==> config.mk <==
export PLATFORM = sky130hd
export DESIGN_NAME = dhcp_option_parser
export DESIGN_NICKNAME = d
export VERILOG_FILES = /design/src/hw/rtl/dhcpop_pkg.sv /design/src/hw/rtl/dhcpop_walker.sv /design/src/hw/rtl/dhcp_option_parser.sv
export SDC_FILE = /design/constraint.sdc
export NUM_CORES = 1
export LEC_CHECK = 0
export ABC_AREA = 0
export BUFFER_PORTS_ARGS = -buffer_cell sky130_fd_sc_hd__buf_2
export CAP_MARGIN = 0
export CORE_ASPECT_RATIO = 1.75
export CORE_MARGIN = 2
export CORE_UTILIZATION = 35
export DETAILED_ROUTE_END_ITERATION = 6
export MAX_ROUTING_LAYER = met4
export SETUP_SLACK_MARGIN = 0.02
export SYNTH_ARGS = -nofsm -noshare
export SYNTH_HDL_FRONTEND = slang
export SYNTH_SLANG_ARGS = --single-unit
export TNS_END_PERCENT = 30
==> constraint.sdc <==
create_clock -name clk_i -period 4.2 [get_ports clk_i]
set_clock_uncertainty 0.05 [all_clocks]
set_input_delay 0.42 -clock clk_i [delete_from_list [all_inputs] [get_ports clk_i]]
set_output_delay 0.42 -clock clk_i [all_outputs]
set_load 0.01 [all_outputs]
==> src/hw/rtl/dhcpop_pkg.sv <==
// ----------------------------------------------------------------------------
// dhcpop_pkg
// Shared codes and types of the DHCP option walker: parse phases, option
// codes, stop causes and the result bundle.
// ----------------------------------------------------------------------------
package dhcpop_pkg;

  // Parse phases
  localparam logic [1:0] PH_CODE    = 2'd0;
  localparam logic [1:0] PH_LENGTH  = 2'd1;
  localparam logic [1:0] PH_VALUE   = 2'd2;
  localparam logic [1:0] PH_STOPPED = 2'd3;

  // Option codes
  localparam logic [7:0] OPT_PAD     = 8'd0;
  localparam logic [7:0] OPT_SUBNET  = 8'd1;
  localparam logic [7:0] OPT_ROUTER  = 8'd3;
  localparam logic [7:0] OPT_DNS     = 8'd6;
  localparam logic [7:0] OPT_MSGTYPE = 8'd53;
  localparam logic [7:0] OPT_SERVER  = 8'd54;
  localparam logic [7:0] OPT_END     = 8'd255;

  // Stop causes
  localparam logic [1:0] CAUSE_DATA  = 2'd0;
  localparam logic [1:0] CAUSE_END   = 2'd1;
  localparam logic [1:0] CAUSE_TRUNC = 2'd2;

  // Address options keep this many value bytes
  localparam logic [7:0] ADDR_BYTES = 8'd4;

  typedef struct packed {
    logic [7:0]  message_kind;
    logic [31:0] subnet_mask;
    logic [31:0] router_address;
    logic [31:0] dns_address;
    logic [31:0] server_address;
    logic [3:0]  seen_mask;
    logic [1:0]  stop_cause;
  } result_t;

endpackage

==> src/hw/rtl/dhcpop_walker.sv <==
// ----------------------------------------------------------------------------
// dhcpop_walker
// Per-byte option walker: holds the parse phase and the kept option values,
// and presents the values as they stand after the current byte.
// ----------------------------------------------------------------------------
module dhcpop_walker (
  input  logic                clk_i,
  input  logic                rst_ni,
  input  logic                step_i,
  input  logic [7:0]          byte_i,
  input  logic                last_i,
  output dhcpop_pkg::result_t result_o
);

  logic [1:0]  phase_q, phase_d;
  logic [7:0]  code_q, code_d;
  logic [7:0]  len_q, len_d;
  logic [7:0]  left_q, left_d;
  logic [31:0] pend_q, pend_d;
  logic [7:0]  kind_q, kind_d;
  logic [31:0] subnet_q, subnet_d;
  logic [31:0] router_q, router_d;
  logic [31:0] dns_q, dns_d;
  logic [31:0] server_q, server_d;
  logic [3:0]  seen_q, seen_d;
  logic [1:0]  cause_q, cause_d;

  logic        commit;
  logic        wide;
  logic [7:0]  idx;
  logic [31:0] value;

  always_comb begin
    phase_d  = phase_q;
    code_d   = code_q;
    len_d    = len_q;
    left_d   = left_q;
    pend_d   = pend_q;
    kind_d   = kind_q;
    subnet_d = subnet_q;
    router_d = router_q;
    dns_d    = dns_q;
    server_d = server_q;
    seen_d   = seen_q;
    cause_d  = cause_q;
    commit   = 1'b0;
    idx      = len_q - left_q;

    case (phase_q)
      dhcpop_pkg::PH_CODE: begin
        if (byte_i == dhcpop_pkg::OPT_PAD) begin
          phase_d = dhcpop_pkg::PH_CODE;
        end else if (byte_i == dhcpop_pkg::OPT_END) begin
          phase_d = dhcpop_pkg::PH_STOPPED;
          cause_d = dhcpop_pkg::CAUSE_END;
        end else if (last_i) begin
          phase_d = dhcpop_pkg::PH_STOPPED;
          cause_d = dhcpop_pkg::CAUSE_TRUNC;
        end else begin
          code_d  = byte_i;
          phase_d = dhcpop_pkg::PH_LENGTH;
        end
      end
      dhcpop_pkg::PH_LENGTH: begin
        len_d  = byte_i;
        left_d = byte_i;
        pend_d = '0;
        if (byte_i == 8'd0) begin
          commit = 1'b1;
        end else if (last_i) begin
          phase_d = dhcpop_pkg::PH_STOPPED;
          cause_d = dhcpop_pkg::CAUSE_TRUNC;
        end else begin
          phase_d = dhcpop_pkg::PH_VALUE;
        end
      end
      dhcpop_pkg::PH_VALUE: begin
        if (code_q == dhcpop_pkg::OPT_MSGTYPE) begin
          if (idx == 8'd0) begin
            pend_d = {24'd0, byte_i};
          end
        end else if (idx < dhcpop_pkg::ADDR_BYTES) begin
          pend_d = {pend_q[23:0], byte_i};
        end
        left_d = left_q - 8'd1;
        if (left_d == 8'd0) begin
          commit = 1'b1;
        end else if (last_i) begin
          phase_d = dhcpop_pkg::PH_STOPPED;
          cause_d = dhcpop_pkg::CAUSE_TRUNC;
        end
      end
      default: begin
        phase_d = phase_q;
      end
    endcase

    // Store a finished option from the value collected so far
    value = pend_d;
    wide  = len_d >= dhcpop_pkg::ADDR_BYTES;
    if (commit) begin
      case (code_d)
        dhcpop_pkg::OPT_MSGTYPE: begin
          if (len_d != 8'd0) begin
            kind_d = value[7:0];
          end
        end
        dhcpop_pkg::OPT_SUBNET: begin
          if (wide) begin
            subnet_d  = value;
            seen_d[0] = 1'b1;
          end
        end
        dhcpop_pkg::OPT_ROUTER: begin
          if (wide) begin
            router_d  = value;
            seen_d[1] = 1'b1;
          end
        end
        dhcpop_pkg::OPT_DNS: begin
          if (wide) begin
            dns_d     = value;
            seen_d[2] = 1'b1;
          end
        end
        dhcpop_pkg::OPT_SERVER: begin
          if (wide) begin
            server_d  = value;
            seen_d[3] = 1'b1;
          end
        end
        default: begin
          seen_d = seen_d;
        end
      endcase
      phase_d = dhcpop_pkg::PH_CODE;
      pend_d  = '0;
    end
  end

  assign result_o.message_kind   = kind_d;
  assign result_o.subnet_mask    = subnet_d;
  assign result_o.router_address = router_d;
  assign result_o.dns_address    = dns_d;
  assign result_o.server_address = server_d;
  assign result_o.seen_mask      = seen_d;
  assign result_o.stop_cause     = cause_d;

  always_ff @(posedge clk_i or negedge rst_ni) begin
    if (!rst_ni) begin
      phase_q  <= dhcpop_pkg::PH_CODE;
      code_q   <= '0;
      len_q    <= '0;
      left_q   <= '0;
      pend_q   <= '0;
      kind_q   <= '0;
      subnet_q <= '0;
      router_q <= '0;
      dns_q    <= '0;
      server_q <= '0;
      seen_q   <= '0;
      cause_q  <= '0;
    end else if (step_i) begin
      if (last_i) begin
        // Final byte: the result leaves now, start the next area clean
        phase_q  <= dhcpop_pkg::PH_CODE;
        code_q   <= '0;
        len_q    <= '0;
        left_q   <= '0;
        pend_q   <= '0;
        kind_q   <= '0;
        subnet_q <= '0;
        router_q <= '0;
        dns_q    <= '0;
        server_q <= '0;
        seen_q   <= '0;
        cause_q  <= '0;
      end else begin
        phase_q  <= phase_d;
        code_q   <= code_d;
        len_q    <= len_d;
        left_q   <= left_d;
        pend_q   <= pend_d;
        kind_q   <= kind_d;
        subnet_q <= subnet_d;
        router_q <= router_d;
        dns_q    <= dns_d;
        server_q <= server_d;
        seen_q   <= seen_d;
        cause_q  <= cause_d;
      end
    end
  end

endmodule

==> src/hw/rtl/dhcp_option_parser.sv <==
// ----------------------------------------------------------------------------
// dhcp_option_parser
// Streaming walker over the DHCP options area; one result per area.
// ----------------------------------------------------------------------------
// Throughput: one byte per cycle while no final byte waits on a stalled result.
// Path: a final byte passes through the input register, then the result register;
//   a final byte holds in the input register only while the previous result is
//   stalled.
// Reset: asynchronous, active low; clears the walker and both valid flags,
//   so the first area after reset starts from an empty option set.
module dhcp_option_parser (
  input  logic        clk_i,
  input  logic        rst_ni,
  input  logic        in_valid_i,
  output logic        in_stall_o,
  input  logic [7:0]  option_byte_i,
  input  logic        last_byte_i,
  output logic        out_valid_o,
  input  logic        out_stall_i,
  output logic [7:0]  message_kind_o,
  output logic [31:0] subnet_mask_o,
  output logic [31:0] router_address_o,
  output logic [31:0] dns_address_o,
  output logic [31:0] server_address_o,
  output logic [3:0]  seen_mask_o,
  output logic [1:0]  stop_cause_o
);

  logic                in_valid_q;
  logic [7:0]          byte_q;
  logic                last_q;
  logic                advance;
  logic                out_free;
  logic                out_valid_q;
  dhcpop_pkg::result_t walk_res;
  dhcpop_pkg::result_t res_q;

  // A byte that ends an area needs room in the result register
  assign out_free   = !out_valid_q || !out_stall_i;
  assign advance    = in_valid_q && (!last_q || out_free);
  assign in_stall_o = in_valid_q && !advance;

  always_ff @(posedge clk_i or negedge rst_ni) begin
    if (!rst_ni) begin
      in_valid_q <= 1'b0;
    end else if (!in_stall_o) begin
      in_valid_q <= in_valid_i;
    end
  end

  always_ff @(posedge clk_i) begin
    if (!in_stall_o && in_valid_i) begin
      byte_q <= option_byte_i;
      last_q <= last_byte_i;
    end
  end

  dhcpop_walker u_walker (
    .clk_i    (clk_i),
    .rst_ni   (rst_ni),
    .step_i   (advance),
    .byte_i   (byte_q),
    .last_i   (last_q),
    .result_o (walk_res)
  );

  always_ff @(posedge clk_i or negedge rst_ni) begin
    if (!rst_ni) begin
      out_valid_q <= 1'b0;
    end else if (advance && last_q) begin
      out_valid_q <= 1'b1;
    end else if (!out_stall_i) begin
      out_valid_q <= 1'b0;
    end
  end

  always_ff @(posedge clk_i) begin
    if (advance && last_q) begin
      res_q <= walk_res;
    end
  end

  assign out_valid_o      = out_valid_q;
  assign message_kind_o   = res_q.message_kind;
  assign subnet_mask_o    = res_q.subnet_mask;
  assign router_address_o = res_q.router_address;
  assign dns_address_o    = res_q.dns_address;
  assign server_address_o = res_q.server_address;
  assign seen_mask_o      = res_q.seen_mask;
  assign stop_cause_o     = res_q.stop_cause;

  // The input register holds only when a final byte waits on a blocked result
  assert property (@(posedge clk_i) disable iff (!rst_ni)
    (in_valid_q && !advance) |-> (last_q && out_valid_q && out_stall_i))
    else $error("input register held without a blocked result");

  // A final byte that leaves the input register always yields a result
  assert property (@(posedge clk_i) disable iff (!rst_ni)
    (advance && last_q) |=> out_valid_q)
    else $error("final byte produced no result transaction");

  // A delivered result carries a defined stop cause
  assert property (@(posedge clk_i) disable iff (!rst_ni)
    out_valid_q |-> (stop_cause_o == dhcpop_pkg::CAUSE_DATA ||
                     stop_cause_o == dhcpop_pkg::CAUSE_END ||
                     stop_cause_o == dhcpop_pkg::CAUSE_TRUNC))
    else $error("result with undefined stop cause");

endmodule

# Word level (Yosys, flattened, before mapping)
# Index checks and enable logic that the tools add are counted.
# word_totals
regBits	353
latchBits	0
ram_bits	0
rom_bits	0
mem_count	0
# op_classes
n_addsub	2
multipliers	0
div_mod_pow	0
n_lt_le_gt_ge	2
eq_ne	11
n_shift	0
mux	63
bitwise_logic	0
n_reduce_logical	20
# ops
operator	n
2-to-1 mux 32 bit	21
2-to-1 mux 8 bit	12
one-hot mux 32 bit (2 select lines)	1
== test 8 x 6 -> 1 bit (second input constant)	3
logical NOT 8 bit	3
2-to-1 mux 2 bit	11
one-hot mux 8 bit (2 select lines)	1
2-to-1 mux 1 bit	12
== test 8 x 1 -> 1 bit (second input constant)	1
== test 8 x 2 -> 1 bit (second input constant)	1
== test 8 x 3 -> 1 bit (second input constant)	1
== test 8 bit (second input constant)	1
greater-or-equal comparator 8 x 3 -> 1 bit (second input constant)	1
< comparator 8 x 3 -> 1 bit (second input constant)	1
2-to-1 mux 4 bit	2
nonzero test 8 bit	1
subtractor 8 x 1 -> 8 bit (second input constant)	1
subtractor 8 bit	1
one-hot mux 2 bit (3 select lines)	1
logical NOT 1 bit	5
logical AND 1 bit	4
!= test 4 x 3 -> 1 bit (second input constant)	1
one-hot mux 2 bit (2 select lines)	1
nonzero test 4 bit	1
other kinds (9)	10

# Depth between registers and ports, before layout
# depth
depth_word	9
depth_mapped	11
mapped_depth_nobuf	9

# Cells and area by module
# A second synthesis with hierarchy kept.
# hier_totals
cells_unflattened	1310
area_unflattened_um2	15586.2
# by_module_without_submodules
module	n_inst	cells_each	area_each_um2
dhcpop_walker	1	1147	10946.7
dhcp_option_parser	1	163	4639.4

# Worst setup path before layout
# OpenSTA, ideal clock, no wires.
# synth_path
kind	reg2reg
from	reg last_q
to	reg res_q, in the netlist dns_address_o[0] (enable)
setup_ps	496
t_arrival_ps	4006
required_time_ps	3654
setup_slack_ps	-353
stages_incl_launch_ff	7
n_path_buf	2
path_cell_list	edfxtp_1 > nand3_1 > and2_1 > clkbuf_1 > nand2_1 > clkbuf_1 > inv_1
# synth_between
elab_chain_len	4
# synth_lines
element	line_no	text
from (decl)	dhcp_option_parser.sv:31	logic last_q;
from (signal assigned)	dhcp_option_parser.sv:54	last_q <= last_byte_i;
logical NOT 1 bit	dhcp_option_parser.sv:40	assign advance = in_valid_q && (!last_q || out_free);
logical OR 1 bit	dhcp_option_parser.sv:40	
logical AND 1 bit	dhcp_option_parser.sv:40	
logical AND 1 bit (*)	dhcp_option_parser.sv:78	if (advance && last_q) begin
to (signal assigned)	dhcp_option_parser.sv:79	res_q <= walk_res;
to (decl)	dhcp_option_parser.sv:36	dhcpop_pkg::result_t res_q;
# Every way passes the cells marked *; elsewhere a longest branch is shown, timed or not.
# A chain may end at the register's enable or synchronous reset.

# Worst setup path in the final report
# layout_path
from	reg u_walker.left_q[4]
to	reg res_q, in the netlist message_kind_o[2] (data pin)
# layout_between
elab_chain_len	8
elab_cells_between_ends	14
cone_classes	add/sub (2); order compare (1); mux (9); reduce/logical (2)
# layout_lines
element	line_no	text
from (decl)	dhcpop_walker.sv:18	logic [7:0] left_q, left_d;
from (signal assigned)	dhcpop_walker.sv:182	left_q <= left_d;
subtractor 8 bit	dhcpop_walker.sv:47	idx = len_q - left_q;
< comparator 8 x 3 -> 1 bit or logical NOT 8 bit (tied branches)	dhcpop_walker.sv:82, dhcpop_walker.sv:79	
2-to-1 mux 32 bit (on tied branches)	dhcpop_walker.sv:82, dhcpop_walker.sv:79	
2-to-1 mux 32 bit	dhcpop_walker.sv:78	if (code_q == dhcpop_pkg::OPT_MSGTYPE) begin
one-hot mux 32 bit (2 select lines)	dhcpop_walker.sv:49	case (phase_q)
2-to-1 mux 8 bit	dhcpop_walker.sv:104	if (len_d != 8'd0) begin
2-to-1 mux 8 bit	dhcpop_walker.sv:102	case (code_d)
2-to-1 mux 8 bit (*)	dhcpop_walker.sv:101	if (commit) begin
named net u_walker.kind_d[2]	dhcpop_walker.sv:20	logic [7:0] kind_q, kind_d;
# The timed path passes the listed nets; every way through them passes the cells marked *.

==> reports/qor.yml <==
fillCellCount: 4369
outcome: "complete, but fails checks"
rsz0062_at_grt: "false"
layout_common_cells: "a21oi_1, o21ai_0, dfrtp_1"
cts_resized: 0
gr-total-overflow: 0
yosysSeqAreaShare: 0.600
syn_area_per_cell_sq_um: 10.5
synth_cell_types: 71
rr_endpoint: "message_kind_o[2]"
setup_viol: 0
yosys_warnings: 0
clkTransAtPathRegs_ps: 70
htreeDepth: 2
track_usage: 0.202
cp.depth: 9
crit_buf_inv: 1
grt_max_degree: 117
p_leak_nw: 7.63
nets: 1686
crit_start: "u_walker.left_q[4]"
cp_slowest_cell: "a311oi_2"
critPathCaptureType: "register"
synth_seq_cells: 353
multi_input_area_sq_um: 5710
grt_pass1_vias: 12300
root_buffer: "clkbuf_16"
fmax_mhz: 268
vias: 12600
ir_worst_vdd_uv: 538
final_core_util: 0.413
slew_headroom: 0.302
start_util: 0.354
worst_slew_pin_slew_ps: 1050
syn_inst: 1529
worst-endpoint-required_ps: 4390
hold_slack_ps: -60.2
maxSlewViolCount: 0
finalCriticalPeriod_ps: 3730
grt_first_pass_wirelength_microns: 72400
drt-total-wl_microns: 46600
synthFlopType: "dfrtp_1"
critPathMaxFanout: 11
place_area_sq_um: 17500
netlist_area_sq_um: 16000
dr.pass1.iters: 5
hold_viol_final: 20
cp-start-kind: "register"
port_buffers: 156
wl_per_cell_microns: 20.6
ios: 157
arrival_ps: 3920
r2r_cells: 9
path_cells: "inv_1 > ha_1 > a21oi_1 > nand2_1 > o311ai_1 > o311a_1 > a211oi_1 > a311oi_2 > o21ai_0"
clock-sinks: 353
setup_tns_ps: 0
cts_tree: "yes"
final_common_cell: "a21oi_1"
fin_crit_sh: 0.889
dieHeight_microns: 287
min_path_type: "input port to asynchronous set/reset pin"
synth_edf_count: 151
postCtsSetupRepairBufs: 0
fp-row-count: 103
r2r_start: "u_walker.left_q[4]"
antenna_found_initial: 0
coreArea_sq_um: 45100
seqCellArea_sq_um: 9590
ctsLongestPathBuffers: 3
dieArea_sq_um: 47500
slowest_delay_ps: 740
crit_type: "register to register"
rrSetupSlack_ps: 470
syn_nets: 1555
clkLatencyLatePin_ps: 560
final_area_sq_um: 18600
layout-drive-gt1-share: 0.180
drt-vias-per-instance: 5.56
synthArstFlopShare: 0.572
antenna_cells: 0
drc_errors: 0
drv_cap: 0
place.gp.congestion: 0.870
area_growth_pct: 16.7
p_per_area_nw_per_um2: 531
numCtsBuffers: 35
violations: "hold timing"
drt-initial-drc-count: 1267
critPathCapture: "message_kind_o[2]"
dp_hpwl_microns: 30500
cpLargestDelayFamily: "compound AO/OA/AOI/OAI gates"
die_x_microns: 166
ant_nets: 0
[cells in the mapped netlist, types with 2 or more instances]
master     count  area (sq um)
a211oi_1       9          67.6
a21boi_0       8          60.1
a21o_1         2          15.0
a21oi_1      223          1120
a22o_1        10          87.6
a22oi_1       32           240
a2bb2oi_1      9          78.8
a311oi_2       6          90.1
a311oi_4       2          52.6
a31oi_1       41           257
a32o_1         9          90.1
and2_1        29           181
and3_1        10          62.6
buf_1          5          18.8
buf_2         49           245
buf_4          5          37.5
clkbuf_1      63           236
dfrtp_1      202          5050
edfxtp_1     151          4530
ha_1          13           163
inv_1         41           154
mux2i_1        2          20.0
nand2_1       99           372
nand2b_1       9          56.3
nand3_1        8          40.0
nand4_1        6          37.5
nor2_1       138           518
nor2b_1       11          68.8
nor3_1        26           130
nor3_2         3          30.0
nor4_1         5          31.3
nor4b_1        2          17.5
o211ai_1       4          30.0
o21ai_0      202          1010
o21ai_1       20           100
o21ai_2        9          78.8
o22ai_1        3          18.8
o31ai_1       26           195
o41ai_1        2          17.5
xnor2_1        3          26.3
xor2_1         2          17.5
[power breakdown]
part	leakage [nW]	internal (mW)	switching, mW
sequential	4.26	3.85	0.223
combinational	2.81	0.771	1.84
clock	0.565	1.81	1.40
total	7.63	6.43	3.46
[state kept, by name, indices dropped and copies added, names as in the netlist, 4 cells and up]
name / flops
u_walker.pend_q: 32
u_walker.len_q: 8
message_kind_o: 8
u_walker.router_q: 32
dns_address_o: 32
server_address_o: 32
u_walker.dns_q: 32
u_walker.code_q: 8
subnet_mask_o: 32
u_walker.seen_q: 4
u_walker.subnet_q: 32
seen_mask_o: 4
u_walker.left_q: 8
u_walker.kind_q: 8
byte_q: 8
u_walker.server_q: 32
router_address_o: 32
[cell families (layout without fill, tap and decap cells)]
| kind of cell | after synthesis | count (layout) | share of synthesized area |
|---|---|---|---|
| AO/OA/AOI/OAI | 635 | 635 | 0.239 |
| XOR/XNOR | 5 | 5 | 0.00274 |
| adder cells (fa/ha/maj) | 13 | 13 | 0.0102 |
| buffers and inverters | 165 | 321 | 0.0442 |
| flip-flops | 353 | 353 | 0.600 |
| multiplexers | 2 | 2 | 0.00125 |
| AND/OR/NAND/NOR | 356 | 356 | 0.103 |
[how the worst min path moves through the flow]
stage | startpoint | endpoint | slack, ps | cells past startpoint
after floorplan | rst_ni | in_valid_q | 70 | 0
after global placement | u_walker.seen_q[0] | u_walker.seen_q[0] | 420 | 1
after detailed placement | u_walker.seen_q[0] | u_walker.seen_q[0] | 430 | 1
after CTS | last_byte_i | last_q | 5 | 1
after global routing | rst_ni | u_walker.router_q[24] | 2 | 1
final | rst_ni | u_walker.router_q[24] | -60 | 1
[through the flow]
stage | hold WS [ps] | cells | setup WS (ps) | total power [mW]
2_1_floorplan | 74.4 | 1529 | 282 | 5.88
3_3_place_gp | 421 | 2198 | 575 | 6.65
3_5_place_dp | 430 | 2198 | 581 | 6.69
4_1_cts | 5.31 | 2262 | 557 | 9.91
5_1_grt | 2.03 | 2262 | 307 | 10.3
6_report | -60.2 | 2262 | 468 | 9.89
[metal layers]
layer / global-route usage / share of wire / up-vias
li1: - / - / 5837
met1: 0.240 / 0.39 / 6266
met2: 0.356 / 0.53 / 399
met3: 0.0210 / 0.049 / 70
met4: 0.0657 / 0.030 / 0
met5: - / 0 / -
[area by class of cell]
type,instances,area share
clock inverters,17,0.0109
multi-input cells,1011,0.306
repair buffers,217,0.0699
inverters,42,0.00866
well taps,577,0.0387
clock buffers,45,0.0511
flip-flops and latches,353,0.514
[what timing repair did]
action	in CTS	in global routing
endpoints found under the hold margin	2	0
endpoints found under the setup margin	0	0
hold buffers	2	0
Power figures use the tool's default switching activity.
